### src/utd_pkg.sv
// ----------------------------------------------------------------------------
// UTF-8 text decoder package
// Transfer types shared by the sequencer and the top level.
// ----------------------------------------------------------------------------
package utd_pkg;

	// One raw byte of a text buffer
	typedef struct packed {
		logic [7:0] data_byte;
		logic       last_byte;
		logic [5:0] modifiers;
	} in_item_t;

	// One decoded character or end marker
	typedef struct packed {
		logic [20:0] code_point;
		logic        char_valid;
		logic        buffer_end;
		logic [5:0]  modifiers_out;
	} out_item_t;

	// Result handed from the sequencer to the output stage
	typedef struct packed {
		logic      valid;
		out_item_t item;
	} push_t;

	localparam int unsigned WinBytes = 4;

	typedef logic [WinBytes-1:0][7:0] window_t;

endpackage

### src/utf8_text_decoder.sv
// ----------------------------------------------------------------------------
// UTF-8 text decoder
// Turns the bytes of a text buffer into code points, dropping control codes.
// ----------------------------------------------------------------------------
// Usage:
//   text channel: one byte per transfer with last_byte on the buffer's final
//   byte and the key modifiers. text_stall is high while a byte is decoded.
//   cp channel: one decoded character per transfer; invalid or cut-short
//   sequences give their lead byte raw. The last result of a buffer has
//   buffer_end set; a buffer whose end yields no character gives one marker
//   with char_valid low.
//   Timing: a byte is decoded sequence by sequence, since the single decode
//   unit judges one sequence per cycle while no result waits on cp; the
//   next byte is taken once the sequencer is back in idle after its flush.
//   A kept character is held until the next kept one or the flush pushes it.
//   A stalled cp transfer holds its payload; the sequencer waits on it
//   whenever it has a further character to pass on.
//   Reset clears the pending byte count and empties the output register.
// ----------------------------------------------------------------------------
module utf8_text_decoder (
	input  logic                clk,
	input  logic                arst_n,
	input  logic                text_valid,
	output logic                text_stall,
	input  utd_pkg::in_item_t   text_item,
	output logic                cp_valid,
	input  logic                cp_stall,
	output utd_pkg::out_item_t  cp_item
);
	import utd_pkg::*;

	push_t     push;
	logic      push_ok;
	logic      out_v_q;
	out_item_t out_q;

	utd_seq u_seq (
		.clk        (clk),
		.arst_n     (arst_n),
		.text_valid (text_valid),
		.text_stall (text_stall),
		.text_item  (text_item),
		.push       (push),
		.push_ok    (push_ok)
	);

	assign push_ok = !out_v_q || !cp_stall;

	// Output register: load on push, release on transfer
	always_ff @(posedge clk or negedge arst_n) begin
		if (!arst_n) begin
			out_v_q <= 1'b0;
		end else if (push.valid && push_ok) begin
			out_v_q <= 1'b1;
		end else if (!cp_stall) begin
			out_v_q <= 1'b0;
		end
	end

	always_ff @(posedge clk) begin
		if (push.valid && push_ok) out_q <= push.item;
	end

	assign cp_valid = out_v_q;
	assign cp_item  = out_q;

`ifndef SYNTHESIS
	a_no_overwrite: assert property (@(posedge clk) disable iff (!arst_n)
		(cp_valid && cp_stall) |=> $stable(cp_item))
		else $error("stalled result overwritten");
	a_marker_is_end: assert property (@(posedge clk) disable iff (!arst_n)
		(cp_valid && !cp_item.char_valid) |-> cp_item.buffer_end)
		else $error("end marker without buffer end");
	a_marker_zero: assert property (@(posedge clk) disable iff (!arst_n)
		(cp_valid && !cp_item.char_valid) |-> cp_item.code_point == 21'd0)
		else $error("end marker with nonzero code point");
`endif

endmodule

### src/utd_decode.sv
// ----------------------------------------------------------------------------
// UTF-8 sequence decode unit
// Judges the sequence at the head of the byte window: how many bytes it takes
// (zero when more bytes are needed) and the code point or raw lead byte.
// ----------------------------------------------------------------------------
module utd_decode (
	input  utd_pkg::window_t win,
	input  logic [2:0]       rem,
	input  logic             last,
	output logic [2:0]       used,
	output logic [20:0]      cp
);
	import utd_pkg::*;

	logic [7:0]  c0;
	logic [2:0]  need;
	logic        conts_ok;
	logic [10:0] v2;
	logic [15:0] v3;
	logic [20:0] v4;

	assign c0 = win[0];
	assign v2 = {c0[4:0], win[1][5:0]};
	assign v3 = {c0[3:0], win[1][5:0], win[2][5:0]};
	assign v4 = {c0[2:0], win[1][5:0], win[2][5:0], win[3][5:0]};

	// Classify the lead byte; zero means it stands alone
	always_comb begin
		priority casez (c0)
			8'b110?????: need = 3'd2;
			8'b1110????: need = 3'd3;
			8'b11110???: need = 3'd4;
			default:     need = 3'd0;
		endcase
	end

	// Check only the continuation bytes that the sequence needs
	always_comb begin
		conts_ok = 1'b1;
		if (need >= 3'd2 && win[1][7:6] != 2'b10) conts_ok = 1'b0;
		if (need >= 3'd3 && win[2][7:6] != 2'b10) conts_ok = 1'b0;
		if (need == 3'd4 && win[3][7:6] != 2'b10) conts_ok = 1'b0;
	end

	// Decide length and value; fall back to the raw lead byte
	always_comb begin
		used = 3'd1;
		cp   = {13'd0, c0};
		if (!c0[7] || need == 3'd0) begin
			used = 3'd1;
		end else if (rem < need) begin
			used = last ? 3'd1 : 3'd0;
		end else if (conts_ok) begin
			unique case (need)
				3'd2: begin
					if (v2 >= 11'h080) begin
						used = 3'd2;
						cp   = {10'd0, v2};
					end
				end
				3'd3: begin
					if (v3 >= 16'h0800) begin
						used = 3'd3;
						cp   = {5'd0, v3};
					end
				end
				3'd4: begin
					if (v4 >= 21'h010000 && v4 <= 21'h10ffff) begin
						used = 3'd4;
						cp   = v4;
					end
				end
				default: begin
					used = 3'd1;
				end
			endcase
		end
	end

endmodule

### src/utd_seq.sv
// ----------------------------------------------------------------------------
// UTF-8 decode sequencer
// Loads the pending bytes and the new byte into a window, steps the decode
// unit over it one sequence per cycle unless a push waits, and holds back
// the latest kept character so the last one can carry the end-of-buffer flag.
// ----------------------------------------------------------------------------
module utd_seq (
	input  logic              clk,
	input  logic              arst_n,
	input  logic              text_valid,
	output logic              text_stall,
	input  utd_pkg::in_item_t text_item,
	output utd_pkg::push_t    push,
	input  logic              push_ok
);
	import utd_pkg::*;

	localparam logic [1:0] ST_IDLE  = 2'd0;
	localparam logic [1:0] ST_DEC   = 2'd1;
	localparam logic [1:0] ST_FLUSH = 2'd2;

	logic [1:0]       state_q;
	window_t          win_q;
	window_t          win_shift;
	logic [2:0]       rem_q;
	logic             last_q;
	logic [5:0]       mods_q;
	logic [2:0][7:0]  pend_q;
	logic [1:0]       pend_cnt_q;
	logic             hold_v_q;
	logic [20:0]      hold_cp_q;

	logic [2:0]  used;
	logic [20:0] cp;
	logic        kept;
	logic        need_push;
	logic        accept;

	utd_decode u_decode (
		.win  (win_q),
		.rem  (rem_q),
		.last (last_q),
		.used (used),
		.cp   (cp)
	);

	assign text_stall = (state_q != ST_IDLE);
	assign accept     = text_valid && !text_stall;
	assign kept       = (used != 3'd0) && (cp >= 21'd32) && (cp != 21'd127);
	assign need_push  = (state_q == ST_DEC) && (rem_q != 3'd0) && kept && hold_v_q;

	// Drop the consumed bytes off the head of the window
	always_comb begin
		logic [2:0] sel;
		for (int i = 0; i < WinBytes; i++) begin
			sel = 3'(i) + used;
			win_shift[i] = (sel < 3'(WinBytes)) ? win_q[sel[1:0]] : win_q[i];
		end
	end

	// Offer a held character, or the end marker at the buffer's end
	always_comb begin
		push.valid              = 1'b0;
		push.item.code_point    = hold_cp_q;
		push.item.char_valid    = 1'b1;
		push.item.buffer_end    = 1'b0;
		push.item.modifiers_out = mods_q;
		if (state_q == ST_DEC) begin
			push.valid = need_push;
		end else if (state_q == ST_FLUSH) begin
			push.valid           = hold_v_q || last_q;
			push.item.buffer_end = last_q;
			if (!hold_v_q) begin
				push.item.code_point = '0;
				push.item.char_valid = 1'b0;
			end
		end
	end

	// Advance the sequencer
	always_ff @(posedge clk or negedge arst_n) begin
		if (!arst_n) begin
			state_q    <= ST_IDLE;
			pend_cnt_q <= '0;
			hold_v_q   <= 1'b0;
		end else begin
			unique case (state_q)
				ST_IDLE: begin
					if (accept) begin
						hold_v_q <= 1'b0;
						state_q  <= ST_DEC;
					end
				end
				ST_DEC: begin
					if (rem_q == 3'd0) begin
						pend_cnt_q <= '0;
						state_q    <= ST_FLUSH;
					end else if (used == 3'd0) begin
						pend_cnt_q <= rem_q[1:0];
						state_q    <= ST_FLUSH;
					end else if (!need_push || push_ok) begin
						if (kept) hold_v_q <= 1'b1;
					end
				end
				ST_FLUSH: begin
					if (!push.valid || push_ok) begin
						hold_v_q <= 1'b0;
						state_q  <= ST_IDLE;
					end
				end
				default: begin
					state_q <= ST_IDLE;
				end
			endcase
		end
	end

	// Window, held character and pending bytes
	always_ff @(posedge clk) begin
		if (state_q == ST_IDLE && accept) begin
			for (int i = 0; i < WinBytes - 1; i++) begin
				win_q[i] <= (2'(i) == pend_cnt_q) ? text_item.data_byte : pend_q[i];
			end
			win_q[WinBytes-1] <= text_item.data_byte;
			rem_q  <= {1'b0, pend_cnt_q} + 3'd1;
			last_q <= text_item.last_byte;
			mods_q <= text_item.modifiers;
		end else if (state_q == ST_DEC && rem_q != 3'd0) begin
			if (used == 3'd0) begin
				for (int i = 0; i < WinBytes - 1; i++) begin
					pend_q[i] <= win_q[i];
				end
			end else if (!need_push || push_ok) begin
				win_q <= win_shift;
				rem_q <= rem_q - used;
				if (kept) hold_cp_q <= cp;
			end
		end
	end

`ifndef SYNTHESIS
	a_rem_range: assert property (@(posedge clk) disable iff (!arst_n)
		state_q == ST_DEC |-> rem_q <= 3'd4)
		else $error("window count above four");
	a_idle_no_hold: assert property (@(posedge clk) disable iff (!arst_n)
		state_q == ST_IDLE |-> !hold_v_q)
		else $error("held character left over in idle");
	a_last_clears: assert property (@(posedge clk) disable iff (!arst_n)
		(state_q == ST_FLUSH && last_q) |-> pend_cnt_q == 2'd0)
		else $error("pending bytes kept past buffer end");
	a_push_busy: assert property (@(posedge clk) disable iff (!arst_n)
		push.valid |-> (state_q == ST_DEC || state_q == ST_FLUSH))
		else $error("result offered while idle");
	a_wait_holds: assert property (@(posedge clk) disable iff (!arst_n)
		(need_push && !push_ok) |=> $stable(rem_q) && $stable(hold_cp_q))
		else $error("window moved while result waited");
`endif

endmodule
### config.mk
export PLATFORM = sky130hd
export DESIGN_NAME = utf8_text_decoder
export DESIGN_NICKNAME = d
export VERILOG_FILES = /design/src/utd_pkg.sv /design/src/utf8_text_decoder.sv /design/src/utd_decode.sv /design/src/utd_seq.sv
export SDC_FILE = /design/constraint.sdc
export NUM_CORES = 1
export LEC_CHECK = 0
export ABC_CLOCK_PERIOD_IN_PS = 5000
export BUFFER_PORTS_ARGS = -buffer_cell sky130_fd_sc_hd__buf_2
export CAP_MARGIN = 25
export CORE_MARGIN = 1.5
export CORE_UTILIZATION = 30
export CTS_CLUSTER_SIZE = 30
export DETAILED_ROUTE_END_ITERATION = 10
export PLACE_DENSITY_LB_ADDON = 0.05
export SYNTH_ARGS = -nofsm -noshare
export SYNTH_HDL_FRONTEND = slang
export SYNTH_SLANG_ARGS = --single-unit
### constraint.sdc
create_clock -name clk -period 5 [get_ports clk]
set_clock_uncertainty 0.1 [all_clocks]
set_input_delay 1 -clock clk [delete_from_list [all_inputs] [get_ports clk]]
set_output_delay 1 -clock clk [all_outputs]
set_load 0.02 [all_outputs]
Yosys cells after proc, flatten, opt, wreduce, memory -nomap -nowiden:

Index checks and enable logic that the tools add are counted.
Widths: inputs -> output; s select.

* output and inout bits: 31
* input bits: 19
* register bits: 122
* logic and storage cells: 178

* bitwise gates (word level): 3
* magnitude comparators: 16
* multiplexer cells: 62
* $add $sub $neg: 5
* equality and inequality tests: 23
* reduce and logical (&&, ||, !) cells: 50

Operator list (count)
* $mux 32: 4
* $mux 8: 11
* $mux 21: 4
* $bmux 8 s2: 4
* $pmux 21 s3: 1
* $mux 24: 1
* $mux 3: 8
* $mux 23: 1
* $mux 22: 1
* $ge 21x17->1 const B: 1
* $ge 21x6->1 const B: 1
* $le 21x21->1 const B: 1
* $ne 21x7->1 const B: 1
* $pmux 3 s3: 2
* $ge 16x12->1 const B: 1
* $mux 16: 1
* $mux 2: 8
* $ne 2x2->1 const B: 8
* $reduce_and 4->1: 4
* $reduce_bool 2->1: 8
* $mux 1: 13
* $logic_and 1x1->1: 12
* $lt 2x3->1 const B: 4
* $lt 3x3->1 const B: 4
* 31 further kinds: 55

Longest topological paths before layout:

* depth in word-level cells: 21
* depth in mapped cells: 19
* gate-level depth less buffers: 16

Hierarchy:

From an unflattened synthesis, not the netlist that was laid out.

* cell total of the unflattened synthesis: 448
* area total of the unflattened synthesis: 6258.5 µm²

By module, submodules not included
* utd_seq: instances 1, cells an instance 333, area each 4739.5 µm², sequential area each 2737.6 µm²
* utf8_text_decoder: instances 1, cells an instance 33, area each 918.4 µm², sequential area each 895.9 µm²
* utd_decode: instances 1, cells an instance 82, area each 600.6 µm², sequential area each 0.0 µm²

Worst setup path after synthesis:

Ideal clock, no wire load.

* path type: register to register
* start: register u_seq.win_q[5] in the netlist's numbering
* end: register out_q (netlist bit cp_item[0]) (enable)
* period minus slack after synthesis: 4998 ps
* slack: 2 ps
* data arrival time: 4475 ps
* stages on the path, launching flop included: 19
* required time: 4477 ps
* path buffers: 2
* library setup time: 423 ps
* path through: edfxtp_1 > nand2_1 > nor3_2 > inv_2 > ha_1 > o21ai_0 > nor2_1 > o21ai_1 > or4_4 > o32ai_4 > nand2_4 > buf_6 > buf_6 > inv_1 > ha_1 > ha_1 > nor3b_1 > o211ai_1 > a21boi_1

* cells in the longest elaborated chain, start to end: 17
* elaborated cells between the ends (all ways): 38
* classes of those cells: order compare: 4; eq/ne: 7; mux: 16; reduce/logical: 11

RTL lines
* start: declaration: line utd_seq.sv:23 `window_t win_q;`
* start signal: indexed assignment: line utd_seq.sv:122 `win_q[i] <= (2'(i) == pend_cnt_q) ? text_item.data_byte : pend_q[i];`
* start signal: indexed assignment: line utd_seq.sv:124 `win_q[WinBytes-1] <= text_item.data_byte;`
* start signal: assignment: line utd_seq.sv:134 `win_q <= win_shift;`
* $eq 5x5->1, or another cell as far along: line utd_decode.sv:29 `priority casez (c0)`
* $pmux 3 s3: line utd_decode.sv:29
* $ge 3x2->1: line utd_decode.sv:40 `if (need >= 3'd2 && win[1][7:6] != 2'b10) conts_ok = 1'b0;`
* $logic_and 1x1->1: line utd_decode.sv:40
* $mux 1: line utd_decode.sv:40
* $mux 1: line utd_decode.sv:41 `if (need >= 3'd3 && win[2][7:6] != 2'b10) conts_ok = 1'b0;`
* $mux 1: line utd_decode.sv:42 `if (need == 3'd4 && win[3][7:6] != 2'b10) conts_ok = 1'b0;`
* $mux 21 or $mux 3 (tied branches): line utd_decode.sv:53 `end else if (conts_ok) begin`
* $mux 21 or $mux 3 (tied branches): line utd_decode.sv:51 `end else if (rem < need) begin`
* $mux 21 or $mux 3 (tied branches): line utd_decode.sv:49 `if (!c0[7] || need == 3'd0) begin`
* $ge 21x6->1 or $reduce_bool 3->1 (tied branches): line utd_seq.sv:49 `assign kept = (used != 3'd0) && (cp >= 21'd32) && (cp != 21'd127);`
* $logic_and 1x1->1: line utd_seq.sv:49
* $logic_and 1x1->1 (*): line utd_seq.sv:49
* $logic_and 1x1->1 (*) (2 in series): line utd_seq.sv:50 `assign need_push = (state_q == ST_DEC) && (rem_q != 3'd0) && kept && hold_v_q;`
* $mux 1 (*): line utd_seq.sv:68 `if (state_q == ST_DEC) begin`
* $logic_and 1x1->1 (*): line utf8_text_decoder.sv:61 `if (push.valid && push_ok) out_q <= push.item;`
* end signal: assignment: line utf8_text_decoder.sv:61
* end: declaration: line utf8_text_decoder.sv:35 `out_item_t out_q;`

Every way passes the cells marked *; elsewhere a longest branch is shown, timed or not.
A chain may end at the register's enable or synchronous reset.

Worst setup path after layout:

* start: register u_seq.win_q[6] in the netlist's numbering
* end: register u_seq.win_q[29] in the netlist's numbering (data pin)

* cells in the longest elaborated chain, start to end: 18
* elaborated cells between the ends (all ways): 30
* classes of those cells: add/sub: 1; order compare: 3; eq/ne: 6; mux: 15; reduce/logical: 5

RTL lines
* $eq 5x5->1, or another cell as far along: line utd_decode.sv:29
* $pmux 3 s3 (*): line utd_decode.sv:29
* $ge 3x2->1: line utd_decode.sv:40
* $logic_and 1x1->1: line utd_decode.sv:40
* $mux 1: line utd_decode.sv:40
* $mux 1: line utd_decode.sv:41
* $mux 1: line utd_decode.sv:42
* $mux 3: line utd_decode.sv:53
* [2 not listed]
* $add 2x3->3 (*): line utd_seq.sv:56 `sel = 3'(i) + used;`
* $bmux 8 s2 (*): line utd_seq.sv:57 `win_shift[i] = (sel < 3'(WinBytes)) ? win_q[sel[1:0]] : win_q[i];`
* $mux 8 (implied by the code) (*): line utd_seq.sv:57
* $mux 8 (*): line utd_seq.sv:57
* $mux 32 (*): line utd_seq.sv:133 `end else if (!need_push || push_ok) begin`
* $mux 32 (*): line utd_seq.sv:129 `if (used == 3'd0) begin`
* $mux 32 (*): line utd_seq.sv:128 `end else if (state_q == ST_DEC && rem_q != 3'd0) begin`
* $mux 32 (*): line utd_seq.sv:120 `if (state_q == ST_IDLE && accept) begin`

Every way passes the cells marked *; elsewhere a longest branch is shown, timed or not. The select of a mux whose other input is x is not followed.

==> flow_summary.toml <==
[status]
status = "finished, final reports clean"

[worst_setup_path]
cpPeakStageDelay_ps = 590
worstReg2RegEnd = "u_seq.win_q[29]"
worstPathRequired_ps = 5070
cp-end-kind = "register"
worst_r2r_startpoint = "u_seq.win_q[6]"
ff2ff_path_depth = 16
crit_chain = "nand2_1 > nor3_2 > inv_2 > ha_1 > o21ai_0 > nor2_1 > o21ai_1 > or4_4 > o32ai_4 > nand2_4 > inv_1 > ha_1 > inv_2 > mux4_1 > nor2_1 > nor2_1"
cp-endpoint = "u_seq.win_q[29]"
crit_path_start = "u_seq.win_q[6]"
setup.worst_path.class = "reg2reg"
rrSetupSlack_ps = 590
crit_slowest_cell = "mux4_1"
cp_common_cell = "nor2_1"
path_max_fanout = 9
arrival_ps = 4480
critPathLaunchType = "register"

[global_route]
grt_start_max_net_pins = 49
grt_pass1_vias = 4530
antenna_found_initial = 0
grt_pass1_wl_um = 26700
overflow = 0
grtUsageTotal_pct = 16.3

[drt]
drtIter0Drc = 283
vias_per_cell = 5.07
routed_wl_um = 17000
drc = 0
drtAntennaViolNets = 0
routedWlPerCell_um = 19.7
drt-pass1-iter-count = 5
vias = 4388

[pwr]
max-vdd-ir-drop_v = 0.000258
pwr-share-seq_pct = 36.8
swShare_pct = 39.2
powerDensity_nw_per_um2 = 797
power_frac_clock_pct = 21.0
internal-power_mw = 3.71
p_sw_mw = 2.39
power.leakage_nw = 2.90
share_comb_of_total_power_pct = 42.1

[sta]
worstMarginPinSlew_ps = 735
finalSetupViolations = 0
min_period_ps = 4410
timing.fmax_mhz = 227
slew_headroom_pct = 51.0
final.period_utilization_pct = 88.1
hold_violations = 0
slew_violations = 0
rsz0062_at_grt = "false"
setup_tns_ps = 0

[clock_network]
cts_root_buf = "clkbuf_16"
htree_levels = 4
clk_latency_ps = 420
post_cts_buffers = 0
cts_tree = "yes"
cts_hold_buf = 0
cts_made_buffers = 17
cts_max_path_buffers = 2
clock-sinks = 122
clk_transition_reported_paths_ps = 60
cts_resized = 0

[place]
dp_hpwl_um = 11600
globalplace.congestion = 0.808
io_buffer_count = 49
place_area_um2 = 7040

[logic_synthesis]
yosysSeqAreaShare_pct = 56.5
synth_flop_cell = "edfxtp_1"
async_flop_share_pct = 4.92
synth_edf_count = 116
syn_nets = 550
ys_ff_latch = 122
syn_area_um2 = 6430
netlist_instances = 520
yosys_warnings = 0
avgSynthCellArea_um2 = 12.4
synth.distinct_cells = 69

[job]
cap_violations = 0

[floorplan]
num_io_pins = 50
core_area_um2 = 21000
start_util_pct = 30.6
die_area_um2 = 22300
die_h_um = 149
rows = 53
die_w_um = 149

[final_layout]
drive_above_1_share_pct = 21.9
final_common_cell = "edfxtp_1"
final_cell_mix = "edfxtp_1, nor2_1, buf_2, nand2_1, mux2i_1"
area_delta_synth_final_pct = 19.1
final_area_um2 = 7650
nets = 606

[min_path]
hold_path_class = "in2async"
[synthesized netlist by cell type, types with 4 or more instances]
cell type / instances / share of area, %
xnor2_1: 4 / 0.55
mux4_2: 7 / 2.5
dfrtp_1: 6 / 2.3
inv_1: 12 / 0.70
nand2_1: 46 / 2.7
a22oi_1: 6 / 0.70
edfxtp_1: 116 / 54
mux2i_1: 38 / 5.9
and2_1: 7 / 0.68
mux4_1: 7 / 2.9
nand2b_1: 4 / 0.39
o31ai_1: 4 / 0.47
clkbuf_1: 21 / 1.2
a21oi_1: 19 / 1.5
o21ai_0: 19 / 1.5
nor2b_1: 26 / 2.5
o21ai_1: 7 / 0.55
nor3_1: 5 / 0.39
buf_2: 7 / 0.55
o21a_1: 5 / 0.58
a211oi_1: 4 / 0.47
a222oi_1: 5 / 0.78
a31o_1: 12 / 1.6
nor2_1: 58 / 3.4
nand3_1: 6 / 0.47
ha_1: 10 / 1.9
[area by class of cell]
| type | count | area, um^2 |
|---|---|---|
| inverters | 16 | 60.1 |
| diodes | 1 | 2.50 |
| repair buffers | 72 | 418 |
| well taps | 275 | 344 |
| clock buffers | 19 | 433 |
| flip-flops and latches | 122 | 3630 |
| fillers | 2064 | 13400 |
| multi-input cells | 347 | 2580 |
| clock inverters | 13 | 178 |
[cells by family (layout without fill, tap and decap cells)]
group                      after synthesis  in the layout  share of synthesized area [%]
buffers and inverters                   51            120                           3.50
adders and majority gates               11             11                           2.26
other                                    0              1                              0
AOI/OAI and AO/OA                      107            107                           12.2
xor gates and xnor gates                 4              4                          0.545
muxes                                   54             54                           11.6
and+or+nand+nor                        171            171                           13.4
DFF                                    122            122                           56.5
[worst min path at each step]
stage                    startpoint                   to  slack, ps  depth (start not counted)
finish                       arst_n  u_seq.pend_cnt_q[0]        290                          1
global route                 arst_n  u_seq.pend_cnt_q[1]        280                          1
CTS                          arst_n  u_seq.pend_cnt_q[0]        280                          1
detailed placement  u_seq.mods_q[5]           cp_item[5]        310                          0
global placement    u_seq.mods_q[0]           cp_item[0]        300                          0
floorplan           u_seq.mods_q[0]           cp_item[0]        300                          0
[per-layer routing]
metal	GRT usage, %	share of wire (%)	vias to the layer above
met5	0	0	-
met4	7.48	2.8	0
met3	3.24	4.5	31
met2	25.8	47	125
met1	21.4	46	2160
li1	-	-	2072
[critical path: cells and delay by family (launching register included)]
family,cells,cell delay (ps)
AOI/OAI and AO/OA,3,390
adders and majority gates,2,720
buffers and inverters,3,460
DFF,1,490
muxes,1,590
and+or+nand+nor,7,1390
[metrics by stage]
step           instances  power [mW]  setup WS (ps)  hold slack [ps]  util, %
2_1_floorplan        520        3.96           2.12              300        -
3_3_place_gp         832        4.87            736              303     33.5
3_5_place_dp         832        4.86            625              306     33.5
4_1_cts              864        6.18            582              280     36.4
5_1_grt              864        6.51            221              280     36.4
6_report             865        6.10            595              290     36.4
[flip-flops by register name, indices dropped and copies added (netlist names), 2 cells and up]
signal            flops
cp_item              29
u_seq.hold_cp_q      21
u_seq.mods_q          6
u_seq.pend_cnt_q      2
u_seq.pend_q         24
u_seq.rem_q           3
u_seq.state_q         2
u_seq.win_q          32
[power groups by stage]
stage	Combinational [mW]	Sequential (mW)	Clock, mW
floorplan	1.69	2.28	0
global placement	2.60	2.27	0
detailed placement	2.59	2.27	0
CTS	2.62	2.25	1.31
global route	2.84	2.31	1.36
finish	2.57	2.25	1.28
Power figures use the tool's default switching activity.
